### src/rtl/assert_macros.svh
// Assertion macros shared by the midrange threshold binarizer RTL.
// No dependencies; included by the files that carry assertions.
`ifndef ASSERT_MACROS_SVH
`define ASSERT_MACROS_SVH

// same-cycle implication, disabled during reset
`define ASSERT_IMPL(label, clk, rstn, ante, cons) \
    label: assert property (@(posedge clk) disable iff (!rstn) (ante) |-> (cons)) \
        else $error("assertion failed: same-cycle implication");

// next-cycle implication, disabled during reset
`define ASSERT_NEXT(label, clk, rstn, ante, cons) \
    label: assert property (@(posedge clk) disable iff (!rstn) (ante) |=> (cons)) \
        else $error("assertion failed: next-cycle implication");

`endif

### src/rtl/mtb_pkg.sv
// Types and constants of the midrange threshold binarizer.
// No dependencies; imported by every RTL module of the block.
`default_nettype none

package mtb_pkg;

    localparam int PIX_W       = 8;
    localparam int LUMA_ACC_W  = 24;
    localparam int LUMA_SHIFT  = 16;
    localparam int QUEUE_DEPTH_DEF = 2;

    typedef logic [PIX_W-1:0]      pix_t;
    typedef logic [LUMA_ACC_W-1:0] luma_acc_t;

    // Q0.16 weights for 0.21, 0.72, 0.07
    localparam luma_acc_t LUMA_WR = luma_acc_t'(13763);
    localparam luma_acc_t LUMA_WG = luma_acc_t'(47186);
    localparam luma_acc_t LUMA_WB = luma_acc_t'(4588);

    localparam logic MODE_MEASURE  = 1'b0;
    localparam logic MODE_BINARIZE = 1'b1;

    localparam logic COLOR_GRAY = 1'b0;
    localparam logic COLOR_RGB  = 1'b1;

    localparam pix_t MIN_RESET  = 8'd255;
    localparam pix_t MAX_RESET  = 8'd0;
    localparam pix_t LEVEL_HIGH = 8'd255;
    localparam pix_t LEVEL_LOW  = 8'd0;

    typedef struct packed {
        logic mode;
        logic frame_start;
        pix_t intensity;
    } item_t;

endpackage

`default_nettype wire

### src/rtl/mtb_front.sv
// Front end: accepts pixel items and reduces them to an intensity.
// Depends on mtb_pkg; feeds the item queue.
`default_nettype none

module mtb_front (
    input  wire logic           aclk,
    input  wire logic           aresetn,
    input  wire logic           color_mode,
    input  wire logic           s_valid,
    output logic                s_ready,
    input  wire logic           s_mode,
    input  wire logic           s_frame_start,
    input  wire mtb_pkg::pix_t  s_red,
    input  wire mtb_pkg::pix_t  s_green,
    input  wire mtb_pkg::pix_t  s_blue,
    output logic                q_valid,
    input  wire logic           q_ready,
    output mtb_pkg::item_t      q_item
);
    import mtb_pkg::*;

    logic      valid_reg, valid_next;
    logic      mode_reg;
    logic      fs_reg;
    logic      rgb_reg;
    pix_t      gray_reg;
    luma_acc_t prod_r_reg, prod_g_reg, prod_b_reg;
    luma_acc_t luma_sum;
    logic      take;

    assign s_ready = !valid_reg || q_ready;
    assign take    = s_valid && s_ready;

    always_comb begin
        valid_next = valid_reg;
        if (take) begin
            valid_next = 1'b1;
        end else if (q_ready) begin
            valid_next = 1'b0;
        end
    end

    always_ff @(posedge aclk) begin
        if (!aresetn) begin
            valid_reg <= 1'b0;
        end else begin
            valid_reg <= valid_next;
        end
    end

    always_ff @(posedge aclk) begin
        if (take) begin
            mode_reg   <= s_mode;
            fs_reg     <= s_frame_start;
            rgb_reg    <= (color_mode == COLOR_RGB);
            gray_reg   <= s_red;
            prod_r_reg <= luma_acc_t'(s_red) * LUMA_WR;
            prod_g_reg <= luma_acc_t'(s_green) * LUMA_WG;
            prod_b_reg <= luma_acc_t'(s_blue) * LUMA_WB;
        end
    end

    assign luma_sum = prod_r_reg + prod_g_reg + prod_b_reg;

    assign q_valid              = valid_reg;
    assign q_item.mode          = mode_reg;
    assign q_item.frame_start   = fs_reg;
    assign q_item.intensity     = rgb_reg ? luma_sum[LUMA_SHIFT +: PIX_W] : gray_reg;

endmodule

`default_nettype wire

### src/rtl/mtb_queue.sv
// Small item queue between the front end and the back end.
// Depends on mtb_pkg and assert_macros.svh.
`default_nettype none
`include "assert_macros.svh"

module mtb_queue #(
    parameter int DEPTH = mtb_pkg::QUEUE_DEPTH_DEF
) (
    input  wire logic            aclk,
    input  wire logic            aresetn,
    input  wire logic            in_valid,
    output logic                 in_ready,
    input  wire mtb_pkg::item_t  in_item,
    output logic                 out_valid,
    input  wire logic            out_ready,
    output mtb_pkg::item_t       out_item
);
    import mtb_pkg::*;

    localparam int AW = (DEPTH > 1) ? $clog2(DEPTH) : 1;
    localparam int CW = $clog2(DEPTH + 1);

    item_t           mem_reg [DEPTH];
    logic [AW-1:0]   wr_ptr_reg, wr_ptr_next;
    logic [AW-1:0]   rd_ptr_reg, rd_ptr_next;
    logic [CW-1:0]   count_reg, count_next;
    logic            push, pop;

    assign in_ready  = (count_reg != CW'(DEPTH));
    assign out_valid = (count_reg != '0);
    assign out_item  = mem_reg[rd_ptr_reg];
    assign push      = in_valid && in_ready;
    assign pop       = out_valid && out_ready;

    always_comb begin
        wr_ptr_next = wr_ptr_reg;
        rd_ptr_next = rd_ptr_reg;
        count_next  = count_reg;
        if (push) begin
            wr_ptr_next = (wr_ptr_reg == AW'(DEPTH - 1)) ? '0 : wr_ptr_reg + AW'(1);
        end
        if (pop) begin
            rd_ptr_next = (rd_ptr_reg == AW'(DEPTH - 1)) ? '0 : rd_ptr_reg + AW'(1);
        end
        if (push && !pop) begin
            count_next = count_reg + CW'(1);
        end else if (pop && !push) begin
            count_next = count_reg - CW'(1);
        end
    end

    always_ff @(posedge aclk) begin
        if (!aresetn) begin
            wr_ptr_reg <= '0;
            rd_ptr_reg <= '0;
            count_reg  <= '0;
        end else begin
            wr_ptr_reg <= wr_ptr_next;
            rd_ptr_reg <= rd_ptr_next;
            count_reg  <= count_next;
        end
    end

    always_ff @(posedge aclk) begin
        if (push) begin
            mem_reg[wr_ptr_reg] <= in_item;
        end
    end

    `ASSERT_IMPL(a_queue_count_bound, aclk, aresetn, 1'b1, count_reg <= CW'(DEPTH))
    `ASSERT_NEXT(a_queue_push_grows, aclk, aresetn, push && !pop, count_reg == $past(count_reg) + CW'(1))

endmodule

`default_nettype wire

### src/rtl/mtb_back.sv
// Back end: keeps the running min/max and binarizes against the midrange.
// Depends on mtb_pkg and assert_macros.svh.
`default_nettype none
`include "assert_macros.svh"

module mtb_back (
    input  wire logic            aclk,
    input  wire logic            aresetn,
    input  wire logic            q_valid,
    output logic                 q_ready,
    input  wire mtb_pkg::item_t  q_item,
    output logic                 m_valid,
    input  wire logic            m_ready,
    output mtb_pkg::pix_t        m_level,
    output mtb_pkg::pix_t        m_threshold_used
);
    import mtb_pkg::*;

    pix_t             min_reg, min_next;
    pix_t             max_reg, max_next;
    logic             valid_reg, valid_next;
    pix_t             level_reg;
    pix_t             thr_reg;
    pix_t             min_base, max_base;
    logic [PIX_W:0]   mid_sum;
    pix_t             thr;
    logic             pop, is_measure, emit;

    assign is_measure = (q_item.mode == MODE_MEASURE);
    assign q_ready    = is_measure || !valid_reg || m_ready;
    assign pop        = q_valid && q_ready;
    assign emit       = pop && !is_measure;

    assign mid_sum = {1'b0, min_reg} + {1'b0, max_reg};
    assign thr     = mid_sum[PIX_W:1];

    always_comb begin
        min_base = q_item.frame_start ? MIN_RESET : min_reg;
        max_base = q_item.frame_start ? MAX_RESET : max_reg;
        min_next = min_reg;
        max_next = max_reg;
        if (pop && is_measure) begin
            min_next = (q_item.intensity < min_base) ? q_item.intensity : min_base;
            max_next = (q_item.intensity > max_base) ? q_item.intensity : max_base;
        end
    end

    always_comb begin
        valid_next = valid_reg;
        if (emit) begin
            valid_next = 1'b1;
        end else if (m_ready) begin
            valid_next = 1'b0;
        end
    end

    always_ff @(posedge aclk) begin
        if (!aresetn) begin
            min_reg   <= MIN_RESET;
            max_reg   <= MAX_RESET;
            valid_reg <= 1'b0;
        end else begin
            min_reg   <= min_next;
            max_reg   <= max_next;
            valid_reg <= valid_next;
        end
    end

    always_ff @(posedge aclk) begin
        if (emit) begin
            level_reg <= (q_item.intensity > thr) ? LEVEL_HIGH : LEVEL_LOW;
            thr_reg   <= thr;
        end
    end

    assign m_valid          = valid_reg;
    assign m_level          = level_reg;
    assign m_threshold_used = thr_reg;

    `ASSERT_NEXT(a_back_measure_silent, aclk, aresetn, pop && is_measure && !valid_reg, !valid_reg)
    `ASSERT_NEXT(a_back_min_le_max, aclk, aresetn, pop && is_measure, min_reg <= max_reg)

endmodule

`default_nettype wire

### src/rtl/midrange_threshold_binarizer_top.sv
// Top level of the midrange threshold binarizer.
// Depends on mtb_pkg, mtb_front, mtb_queue and mtb_back.
//
// Usage:
//   The image is streamed twice on the s_ channel (valid/ready). Items with
//   s_mode = measure update the running min/max of the pixel intensity and
//   give no result; s_frame_start on a measure item clears min/max first.
//   Items with s_mode = binarize each give one m_ channel result: m_level is
//   255 when the intensity is above (min+max)/2, else 0, with the threshold
//   on m_threshold_used. cfg_valid/cfg_data write color_mode (0 gray in the
//   red field, 1 RGB luma); write it only while the block is idle.
//   Path: a binarize item passes the product register, the queue and the
//   output register before m_valid rises; a stall can hold it in any of them.
//   Throughput: one item per clock while m_ready is high; the back end updates
//   min/max or compares each item as it takes it.
//   Reset (aresetn low, synchronous) empties the pipeline and queue, sets
//   min to 255, max to 0 (threshold 127) and color_mode to gray.
//   When the receiver holds m_ready low, the result is held, measure items
//   keep draining, and the queue absorbs items until the input stalls.
`default_nettype none

module midrange_threshold_binarizer_top #(
    parameter int QUEUE_DEPTH = mtb_pkg::QUEUE_DEPTH_DEF
) (
    input  wire logic           aclk,
    input  wire logic           aresetn,
    input  wire logic           cfg_valid,
    output logic                cfg_ready,
    input  wire logic           cfg_data,
    input  wire logic           s_valid,
    output logic                s_ready,
    input  wire logic           s_mode,
    input  wire logic           s_frame_start,
    input  wire mtb_pkg::pix_t  s_red,
    input  wire mtb_pkg::pix_t  s_green,
    input  wire mtb_pkg::pix_t  s_blue,
    output logic                m_valid,
    input  wire logic           m_ready,
    output mtb_pkg::pix_t       m_level,
    output mtb_pkg::pix_t       m_threshold_used
);
    import mtb_pkg::*;

    logic  color_mode_reg;
    logic  fq_valid, fq_ready;
    item_t fq_item;
    logic  qb_valid, qb_ready;
    item_t qb_item;

    assign cfg_ready = 1'b1;

    always_ff @(posedge aclk) begin
        if (!aresetn) begin
            color_mode_reg <= COLOR_GRAY;
        end else if (cfg_valid && cfg_ready) begin
            color_mode_reg <= cfg_data;
        end
    end

    mtb_front u_front (
        .aclk          (aclk),
        .aresetn       (aresetn),
        .color_mode    (color_mode_reg),
        .s_valid       (s_valid),
        .s_ready       (s_ready),
        .s_mode        (s_mode),
        .s_frame_start (s_frame_start),
        .s_red         (s_red),
        .s_green       (s_green),
        .s_blue        (s_blue),
        .q_valid       (fq_valid),
        .q_ready       (fq_ready),
        .q_item        (fq_item)
    );

    mtb_queue #(
        .DEPTH (QUEUE_DEPTH)
    ) u_queue (
        .aclk      (aclk),
        .aresetn   (aresetn),
        .in_valid  (fq_valid),
        .in_ready  (fq_ready),
        .in_item   (fq_item),
        .out_valid (qb_valid),
        .out_ready (qb_ready),
        .out_item  (qb_item)
    );

    mtb_back u_back (
        .aclk             (aclk),
        .aresetn          (aresetn),
        .q_valid          (qb_valid),
        .q_ready          (qb_ready),
        .q_item           (qb_item),
        .m_valid          (m_valid),
        .m_ready          (m_ready),
        .m_level          (m_level),
        .m_threshold_used (m_threshold_used)
    );

endmodule

`default_nettype wire

### config.mk
export PLATFORM = sky130hd
export DESIGN_NAME = midrange_threshold_binarizer_top
export DESIGN_NICKNAME = d
export VERILOG_FILES = /design/src/rtl/mtb_pkg.sv /design/src/rtl/mtb_front.sv /design/src/rtl/mtb_queue.sv /design/src/rtl/mtb_back.sv /design/src/rtl/midrange_threshold_binarizer_top.sv
export VERILOG_INCLUDE_DIRS = /design/src /design/src/rtl
export SDC_FILE = /design/constraint.sdc
export NUM_CORES = 1
export LEC_CHECK = 0
export BUFFER_PORTS_ARGS = -buffer_cell sky130_fd_sc_hd__buf_2
export CAP_MARGIN = 20
export CORE_MARGIN = 1
export CORE_UTILIZATION = 55
export DETAILED_ROUTE_END_ITERATION = 10
export PLACE_DENSITY = 0.72
export SLEW_MARGIN = 20
export SYNTH_ARGS = -nofsm -noshare
export SYNTH_HDL_FRONTEND = slang
export SYNTH_SLANG_ARGS = --single-unit
### constraint.sdc
create_clock -name aclk -period 7 [get_ports aclk]
set_clock_uncertainty 0.1 [all_clocks]
set_input_delay 1.4 -clock aclk [delete_from_list [all_inputs] [get_ports aclk]]
set_output_delay 1.4 -clock aclk [all_outputs]
set_load 0.05 [all_outputs]
==> flow_summary.html, run 1 <==
<table>
<tr><th>Metric</th><th>Value</th></tr>
<tr><th colspan="2">Power and ir drop</th></tr>
<tr><td>Highest ir drop seen on vdd</td><td>215 uV</td></tr>
<tr><td>Static leakage</td><td>5.81 nW</td></tr>
<tr><td>Overall power after layout</td><td>5.81 mW</td></tr>
<tr><td>Power per cell area</td><td>465 mW/mm^2</td></tr>
<tr><th colspan="2">Synth</th></tr>
<tr><td>Netlist Area Pre-Place</td><td>0.0114 sq mm</td></tr>
<tr><td>Area fraction in and, or, nand and nor cells after synthesis</td><td>0.0654</td></tr>
<tr><td>Biggest area contributors in the synthesized netlist</td><td>sky130_fd_sc_hd__edfxtp_1 27%, sky130_fd_sc_hd__ha_1 23%, sky130_fd_sc_hd__fa_1 14%, sky130_fd_sc_hd__inv_1 4.5%, sky130_fd_sc_hd__dfxtp_1 4.2%</td></tr>
<tr><td>Count of different cell masters after synthesis</td><td>72</td></tr>
<tr><td>Number of instances in the synthesized netlist</td><td>1,009</td></tr>
<tr><td>Average instance area after synthesis</td><td>11.3 sq um</td></tr>
<tr><td>Biggest area consumer among synthesized cells</td><td>sky130_fd_sc_hd__edfxtp_1</td></tr>
<tr><td>Synth async-reset ratio</td><td>0</td></tr>
<tr><td>Leading cell type by number of instances after synthesis</td><td>sky130_fd_sc_hd__ha_1</td></tr>
<tr><td>Portion of the post-synthesis area used by sequential elements</td><td>0.313</td></tr>
<tr><td>Number of enable flip-flop cells after synthesis</td><td>103</td></tr>
<tr><td>Post-synthesis xor/xnor area fraction</td><td>0.0475</td></tr>
<tr><td>Main combinational cell family by area after synthesis</td><td>adder cells</td></tr>
<tr><td>Primary flip-flop cell chosen by synthesis mapping</td><td>sky130_fd_sc_hd__edfxtp_1</td></tr>
<tr><td>Complex-gate fraction of the synthesized area</td><td>0.127</td></tr>
<tr><td>Commonest cells in the netlist</td><td>213 x sky130_fd_sc_hd__ha_1, 136 x sky130_fd_sc_hd__inv_1, 103 x sky130_fd_sc_hd__edfxtp_1</td></tr>
<tr><td>Post-Syn Nets</td><td>1,334</td></tr>
<tr><td>Warning count from the yosys run</td><td>0</td></tr>
<tr><td>Adder and majority cell fraction of the synthesized area</td><td>0.373</td></tr>
<tr><td>Flip-flop and latch count after synthesis</td><td>127</td></tr>
<tr><td>Fraction of post-synthesis cell area in the top cell type by area</td><td>0.271</td></tr>
<tr><td>Fraction of synthesized area in multiplexers</td><td>0.0204</td></tr>
<tr><th colspan="2">Global routing</th></tr>
<tr><td>Global router's overall resource usage</td><td>0.222</td></tr>
<tr><td>Wire length of the first global-routing pass</td><td>37,000 microns</td></tr>
<tr><td>Via count of the first global-routing pass</td><td>7,538</td></tr>
<tr><td>Antenna violations before repair</td><td>0</td></tr>
<tr><td>Pin count of the biggest net entering global routing</td><td>75</td></tr>
<tr><td>Total gr overflow</td><td>0</td></tr>
<tr><th colspan="2">Placement</th></tr>
<tr><td>Total cell area at the placement stage</td><td>0.0119 sq mm</td></tr>
<tr><td>Pre-CTS worst setup slack</td><td>1300 ps</td></tr>
<tr><td>Port Buffers</td><td>49</td></tr>
<tr><td>Half-perimeter wire length after detailed placement</td><td>17,700 microns</td></tr>
<tr><td>Placed cells</td><td>1,313</td></tr>
<tr><td>Routability Congestion</td><td>0.866</td></tr>
<tr><th colspan="2">Floorplanning</th></tr>
<tr><td>Floorplan core area</td><td>0.0203 sq mm</td></tr>
<tr><td>Die width</td><td>146 microns</td></tr>
<tr><td>Count of standard-cell rows</td><td>52</td></tr>
<tr><td>Die area</td><td>0.0214 sq mm</td></tr>
<tr><td># IOs</td><td>51</td></tr>
<tr><td>Die Y</td><td>146 microns</td></tr>
<tr><td>Initial core utilization</td><td>0.563</td></tr>
<tr><th colspan="2">Timing</th></tr>
<tr><td>Final TNS setup</td><td>0 ps</td></tr>
<tr><td>Number of endpoints failing setup at the final stage</td><td>0</td></tr>
<tr><td>Maximum clock frequency</td><td>188 MHz</td></tr>
<tr><td>Setup repair after global routing missed its margin</td><td>false</td></tr>
<tr><td>Final worst slack</td><td>1670 ps</td></tr>
<tr><td>Worst hold margin</td><td>352 ps</td></tr>
<tr><td>Worst-margin pin slew</td><td>993 ps</td></tr>
<tr><td>Count of endpoints failing hold in the final timing report</td><td>0</td></tr>
<tr><td>Max transition margin</td><td>0.338</td></tr>
<tr><td>Final worst-path cycle share</td><td>0.761</td></tr>
<tr><td>Final critical path time including I/O delays and setup</td><td>5330 ps</td></tr>
<tr><td>Slew Viols, Final</td><td>0</td></tr>
<tr><th colspan="2">Clocking</th></tr>
<tr><td>Count of H-tree levels built during CTS</td><td>4</td></tr>
<tr><td>TritonCTS clock tree</td><td>done</td></tr>
<tr><td>Number of buffers on the longest clock path</td><td>2</td></tr>
<tr><td>Number of clock buffers inserted by TritonCTS</td><td>17</td></tr>
<tr><td>Number of hold buffers added after cts</td><td>0</td></tr>
<tr><td>Clk sinks</td><td>127</td></tr>
<tr><td>Clk pin slew, worst setup/hold paths</td><td>60 ps</td></tr>
<tr><td>CTS root buf</td><td>sky130_fd_sc_hd__clkbuf_16</td></tr>
<tr><td>Setup Buffers After CTS</td><td>0</td></tr>
<tr><td>Clock insertion delay at the later pin of the skew report</td><td>420 ps</td></tr>
<tr><td>Post-CTS sizing</td><td>0</td></tr>
<tr><th colspan="2">Detailed routing</th></tr>
<tr><td>Drt drc</td><td>0</td></tr>
<tr><td>Count of TritonRoute iterations in the first routing pass</td><td>5</td></tr>
<tr><td>Drt total wl</td><td>21,700 microns</td></tr>
<tr><td>DRC marker count from the first detailed-route iteration</td><td>401</td></tr>
<tr><td>ANT nets after route</td><td>0</td></tr>
<tr><td>Vias/cell</td><td>5.46</td></tr>
<tr><td>Mean routed wirelength per cell</td><td>16.2 microns</td></tr>
<tr><td>Vias after detailed routing</td><td>7,337</td></tr>
<tr><th colspan="2">Worst setup path</th></tr>
<tr><td>Max Fanout on Critical Path</td><td>8</td></tr>
<tr><td>CP bufs+invs</td><td>3</td></tr>
<tr><td>Most Frequent Cell on Critical Path</td><td>sky130_fd_sc_hd__fa_1</td></tr>
<tr><td>Kind of critical path</td><td>in -&gt; reg</td></tr>
<tr><td>Critical path required time</td><td>7190 ps</td></tr>
<tr><td>Total number of cells along the worst setup path</td><td>14</td></tr>
<tr><td>Largest stage delay on the critical path</td><td>600 ps</td></tr>
<tr><td>Cells traversed along the worst timing path</td><td>buf_2, fa_1, xor2_1, ha_1, fa_1, inv_1, fa_1, inv_1, ha_1, a2111o_1, o2111ai_4, a21oi_2, or4_1, nand3_1</td></tr>
<tr><td>Type of origin of the critical path</td><td>input port</td></tr>
<tr><td>Slowest-stage cell, CP</td><td>sky130_fd_sc_hd__fa_1</td></tr>
<tr><td>Cell family with most CP delay</td><td>adder cells</td></tr>
<tr><td>R2r worst-path depth</td><td>8</td></tr>
<tr><td>WP data arrival</td><td>5520 ps</td></tr>
<tr><td>Endpoint class of the critical path</td><td>flop</td></tr>
<tr><th colspan="2">Finish</th></tr>
<tr><td>Layout filler cell count</td><td>1,665</td></tr>
<tr><td>End-of-flow core utilization</td><td>0.615</td></tr>
<tr><td>Max FFs per register</td><td>23</td></tr>
<tr><td>Flip-flop and latch area</td><td>0.00357 sq mm</td></tr>
<tr><td>Count of nets after finishing</td><td>1,387</td></tr>
<tr><td>Number of diodes added for antenna fixing</td><td>0</td></tr>
<tr><td>Summed area of non-filler cells in the final layout</td><td>0.0125 sq mm</td></tr>
<tr><td>Synth-to-Final Area Change</td><td>9.31%</td></tr>
<tr><td>Finished Layout Cells</td><td>1,345</td></tr>
<tr><td>Area occupied by multi-input gates</td><td>0.00725 sq mm</td></tr>
<tr><td>Fraction of layout cells with a size suffix above 1</td><td>0.102</td></tr>
<tr><th colspan="2">Job</th></tr>
<tr><td>Reported max-cap violation count</td><td>0</td></tr>
<tr><th colspan="2">Status</th></tr>
<tr><td>Run status</td><td>finished, final reports clean</td></tr>
<tr><th colspan="2">Min path</th></tr>
<tr><td>Min-Delay Path Depth</td><td>0</td></tr>
<tr><td>Class of the tightest hold or removal check</td><td>reg -&gt; reg</td></tr>
</table>
cells in the final DEF (no fill, tap or decap), types with 8 or more instances in the layout:
cell type	count
sky130_fd_sc_hd__a21o_1	22
sky130_fd_sc_hd__a21oi_1	49
sky130_fd_sc_hd__a22oi_1	9
sky130_fd_sc_hd__buf_2	49
sky130_fd_sc_hd__clkbuf_16	17
sky130_fd_sc_hd__dfxtp_1	24
sky130_fd_sc_hd__edfxtp_1	103
sky130_fd_sc_hd__fa_1	80
sky130_fd_sc_hd__ha_1	213
sky130_fd_sc_hd__inv_1	136
sky130_fd_sc_hd__mux2i_1	12
sky130_fd_sc_hd__nand2_1	27
sky130_fd_sc_hd__nand2b_1	10
sky130_fd_sc_hd__nand3_1	13
sky130_fd_sc_hd__nor2_1	45
sky130_fd_sc_hd__nor2b_1	12
sky130_fd_sc_hd__nor3_1	12
sky130_fd_sc_hd__o21a_1	12
sky130_fd_sc_hd__o21ai_0	24
sky130_fd_sc_hd__o21ai_1	9
sky130_fd_sc_hd__o21bai_1	16
sky130_fd_sc_hd__o2bb2ai_1	8
sky130_fd_sc_hd__xnor2_1	41
sky130_fd_sc_hd__xor2_1	21
area by class of cell:
cell class                      count  share of cell area
Multi-Input combinational cell    731               0.581
Tap cell                          270              0.0271
Inverter                          136              0.0409
Clock buffer                       17              0.0341
Sequential cell                   127               0.286
Timing Repair Buffer               49              0.0196
Clock inverter                     15              0.0117
metal layers:
metal | track usage | vias to the layer above | wire [microns]
li1 | - | 3697 | -
met1 | 0.292 | 3490 | 10200
met5 | 0 | - | 0
met4 | 0.0698 | 0 | 405
met3 | 0.0359 | 27 | 653
met2 | 0.374 | 123 | 10500
final timing paths:
path / startpoint / to / slack [ps]
min reg2reg: color_mode_reg / u_front.rgb_reg / 350
max reg2reg: flop / u_back.max_reg[1] / 3500
max: s_red[5] / u_front.prod_r_reg[20] / 1670
min: color_mode_reg / u_front.rgb_reg / 350
report_power, final:
part           switching, mW  total (mW)  leakage, nW  internal (mW)
Sequential             0.170        1.39         1.18           1.23
Combinational           2.05        3.56         4.36           1.51
Clock                  0.332       0.852        0.266          0.520
Total                   2.55        5.81         5.81           3.25
logic make-up (layout without fill, tap and decap cells):
family | Yosys count | after routing
adders and majority gates | 293 | 293
AOI/OAI and AO/OA | 205 | 205
buffers and inverters | 151 | 217
and+or+nand+nor | 150 | 150
DFF | 127 | 127
xor gates and xnor gates | 62 | 62
muxes | 20 | 20
other | 1 | 1
worst reg2reg max path, stage by stage, from the launching register on:
cell and delay (ps):
sky130_fd_sc_hd__dfxtp_1 810, sky130_fd_sc_hd__mux2i_1 750, sky130_fd_sc_hd__nand2_1 120, sky130_fd_sc_hd__ha_1 310
sky130_fd_sc_hd__and4_1 210, sky130_fd_sc_hd__and4_1 200, sky130_fd_sc_hd__a22oi_1 230, sky130_fd_sc_hd__o2111ai_1 410
sky130_fd_sc_hd__o2bb2ai_1 280
(Power assumes the default switching activity.)
==> run 2, diff against run 1 <==
- clock period: 7 -> 5.3 ns (I/O delays scaled with it)
==> run 2 against run 1 <==
Compared with the run above: register-to-register slack got worse by 1700 ps; design area rose by 0.87%; sequential power rose by 32%; count of clock-buffer cells in the layout rose by 4; wire length rose by 1.5%; sequential cell count did not move; total power rose by 35%; largest power group unchanged; highest routed layer unchanged.
==> flow_summary.html, run 2 (synthesized netlist as in run 1, its figures left out) <==
<table>
<tr><th>Metric</th><th>Value</th></tr>
<tr><th colspan="2">Worst setup path</th></tr>
<tr><td>Endpoint class of the critical path</td><td>flop</td></tr>
<tr><td>Largest stage delay on the critical path</td><td>600 ps</td></tr>
<tr><td>Slowest-stage cell, CP</td><td>sky130_fd_sc_hd__fa_1</td></tr>
<tr><td>Cells traversed along the worst timing path</td><td>buf_2, fa_1, xor2_1, ha_1, fa_1, inv_1, fa_1, inv_1, ha_1, a2111o_1, o2111ai_4, a21oi_2, or4_1, nand3_1</td></tr>
<tr><td>Kind of critical path</td><td>in -&gt; reg</td></tr>
<tr><td>Critical path required time</td><td>5490 ps</td></tr>
<tr><td>Max Fanout on Critical Path</td><td>5</td></tr>
<tr><td>Cell family with most CP delay</td><td>adder cells</td></tr>
<tr><td>CP bufs+invs</td><td>3</td></tr>
<tr><td>WP data arrival</td><td>5110 ps</td></tr>
<tr><td>Most Frequent Cell on Critical Path</td><td>sky130_fd_sc_hd__fa_1</td></tr>
<tr><td>Type of origin of the critical path</td><td>input port</td></tr>
<tr><th colspan="2">Floorplanning</th></tr>
<tr><td>Die Y</td><td>146 microns</td></tr>
<tr><td>Die area</td><td>0.0214 sq mm</td></tr>
<tr><td>Die width</td><td>146 microns</td></tr>
<tr><td># IOs</td><td>51</td></tr>
<tr><td>Initial core utilization</td><td>0.563</td></tr>
<tr><td>Floorplan core area</td><td>0.0203 sq mm</td></tr>
<tr><td>Count of standard-cell rows</td><td>52</td></tr>
<tr><th colspan="2">Finish</th></tr>
<tr><td>Area occupied by multi-input gates</td><td>0.00725 sq mm</td></tr>
<tr><td>Commonest non-fill, non-tap cell in the layout</td><td>sky130_fd_sc_hd__ha_1</td></tr>
<tr><td>Max FFs per register</td><td>23</td></tr>
<tr><td>Number of diodes added for antenna fixing</td><td>0</td></tr>
<tr><td>Synth-to-Final Area Change</td><td>10.3%</td></tr>
<tr><td>Most frequent cells in the layout</td><td>213 x sky130_fd_sc_hd__ha_1, 136 x sky130_fd_sc_hd__inv_1, 103 x sky130_fd_sc_hd__edfxtp_1</td></tr>
<tr><td>Fraction of layout cells with a size suffix above 1</td><td>0.110</td></tr>
<tr><td>Flip-flop and latch area</td><td>0.00357 sq mm</td></tr>
<tr><td>Layout filler cell count</td><td>1,681</td></tr>
<tr><td>Count of nets after finishing</td><td>1,395</td></tr>
<tr><th colspan="2">Timing</th></tr>
<tr><td>Number of endpoints failing setup at the final stage</td><td>0</td></tr>
<tr><td>Maximum clock frequency</td><td>203 MHz</td></tr>
<tr><td>Count of endpoints failing hold in the final timing report</td><td>0</td></tr>
<tr><td>Final worst-path cycle share</td><td>0.928</td></tr>
<tr><td>Final critical path time including I/O delays and setup</td><td>4920 ps</td></tr>
<tr><td>Slew Viols, Final</td><td>0</td></tr>
<tr><td>Final TNS setup</td><td>0 ps</td></tr>
<tr><td>Max transition margin</td><td>0.339</td></tr>
<tr><td>Worst-margin pin slew</td><td>991 ps</td></tr>
<tr><td>Setup repair after global routing missed its margin</td><td>false</td></tr>
<tr><th colspan="2">Detailed routing</th></tr>
<tr><td>Count of TritonRoute iterations in the first routing pass</td><td>5</td></tr>
<tr><td>Mean routed wirelength per cell</td><td>16.3 microns</td></tr>
<tr><td>Drt drc</td><td>0</td></tr>
<tr><td>DRC marker count from the first detailed-route iteration</td><td>341</td></tr>
<tr><td>Vias after detailed routing</td><td>7,453</td></tr>
<tr><td>Vias/cell</td><td>5.51</td></tr>
<tr><td>ANT nets after route</td><td>0</td></tr>
<tr><td>Drt total wl</td><td>22,000 microns</td></tr>
<tr><th colspan="2">Placement</th></tr>
<tr><td>Port Buffers</td><td>49</td></tr>
<tr><td>Half-perimeter wire length after detailed placement</td><td>18,000 microns</td></tr>
<tr><td>Routability Congestion</td><td>0.883</td></tr>
<tr><th colspan="2">Power and ir drop</th></tr>
<tr><td>Flop pwr share</td><td>0.235</td></tr>
<tr><td>Clock network fraction of design power</td><td>0.154</td></tr>
<tr><td>Cell internal power dissipation</td><td>4.41 mW</td></tr>
<tr><td>Static leakage</td><td>5.88 nW</td></tr>
<tr><td>Power per cell area</td><td>622 mW/mm^2</td></tr>
<tr><td>Comb power frac</td><td>0.610</td></tr>
<tr><td>Net switching power</td><td>3.42 mW</td></tr>
<tr><td>Highest ir drop seen on vdd</td><td>305 uV</td></tr>
<tr><td>Sw frac</td><td>0.437</td></tr>
<tr><td>Overall power after layout</td><td>7.83 mW</td></tr>
<tr><th colspan="2">Global routing</th></tr>
<tr><td>Total gr overflow</td><td>0</td></tr>
<tr><td>Antenna violations before repair</td><td>0</td></tr>
<tr><td>Global router's overall resource usage</td><td>0.221</td></tr>
<tr><td>Wire length of the first global-routing pass</td><td>37,200 microns</td></tr>
<tr><td>Via count of the first global-routing pass</td><td>7,659</td></tr>
<tr><td>Pin count of the biggest net entering global routing</td><td>75</td></tr>
<tr><th colspan="2">Clocking</th></tr>
<tr><td>CTS root buf</td><td>sky130_fd_sc_hd__clkbuf_16</td></tr>
<tr><td>Clk pin slew, worst setup/hold paths</td><td>60 ps</td></tr>
<tr><td>Clock insertion delay at the later pin of the skew report</td><td>420 ps</td></tr>
<tr><td>Count of H-tree levels built during CTS</td><td>4</td></tr>
<tr><td>Number of clock buffers inserted by TritonCTS</td><td>17</td></tr>
<tr><td>Number of hold buffers added after cts</td><td>0</td></tr>
<tr><td>Setup Buffers After CTS</td><td>0</td></tr>
<tr><td>Clk sinks</td><td>127</td></tr>
<tr><td>TritonCTS clock tree</td><td>done</td></tr>
<tr><td>Post-CTS sizing</td><td>0</td></tr>
<tr><td>Number of buffers on the longest clock path</td><td>2</td></tr>
<tr><th colspan="2">Status</th></tr>
<tr><td>Run status</td><td>finished, final reports clean</td></tr>
<tr><th colspan="2">Job</th></tr>
<tr><td>Reported max-cap violation count</td><td>0</td></tr>
<tr><th colspan="2">Min path</th></tr>
<tr><td>Class of the tightest hold or removal check</td><td>reg -&gt; reg</td></tr>
</table>
[run 2: power by group through the flow]
stage	clock, mW	sequential, mW	combinational, mW
5_1_grt	1.26	1.88	5.37
3_3_place_gp	0	1.86	4.61
2_1_floorplan	0	1.88	3.63
6_report	1.21	1.84	4.78
3_5_place_dp	0	1.86	4.74
4_1_cts	1.22	1.85	4.80
[run 2: path summary, 6_finish.rpt]
path	startpoint	end	slack (ps)	cells after the start
max	s_red[5]	u_front.prod_r_reg[20]	380	14
min	color_mode_reg	u_front.rgb_reg	350	0
max reg2reg	flop	u_back.max_reg[2]	1780	8
min reg2reg	color_mode_reg	u_front.rgb_reg	350	0
[run 2: per-stage QoR]
stage	cell area, sq um	utilization	instances	hold WS (ps)	worst slack [ps]
6_report	12600	0.621	1353	353	381
4_1_cts	12600	0.621	1353	350	400
5_1_grt	12600	0.621	1353	358	251
3_3_place_gp	12000	0.590	1321	323	51.0
3_5_place_dp	12000	0.590	1321	332	-34.2
2_1_floorplan	11400	-	1009	308	310
[run 2: layout make-up]
cell class              count  share of cell area
inverters                 136              0.0405
repair buffers             57              0.0242
well taps                 270              0.0268
clock inverters            11              0.0101
clock buffers              21              0.0391
flip-flops and latches    127               0.284
multi-input cells         731               0.575
[run 2: per-layer routing]
layer,routed length (microns),up-vias,GRT usage
met1,10300,3566,0.289
li1,-,3718,-
met3,610,29,0.0316
met5,0,-,0
met4,414,0,0.0714
met2,10700,140,0.377
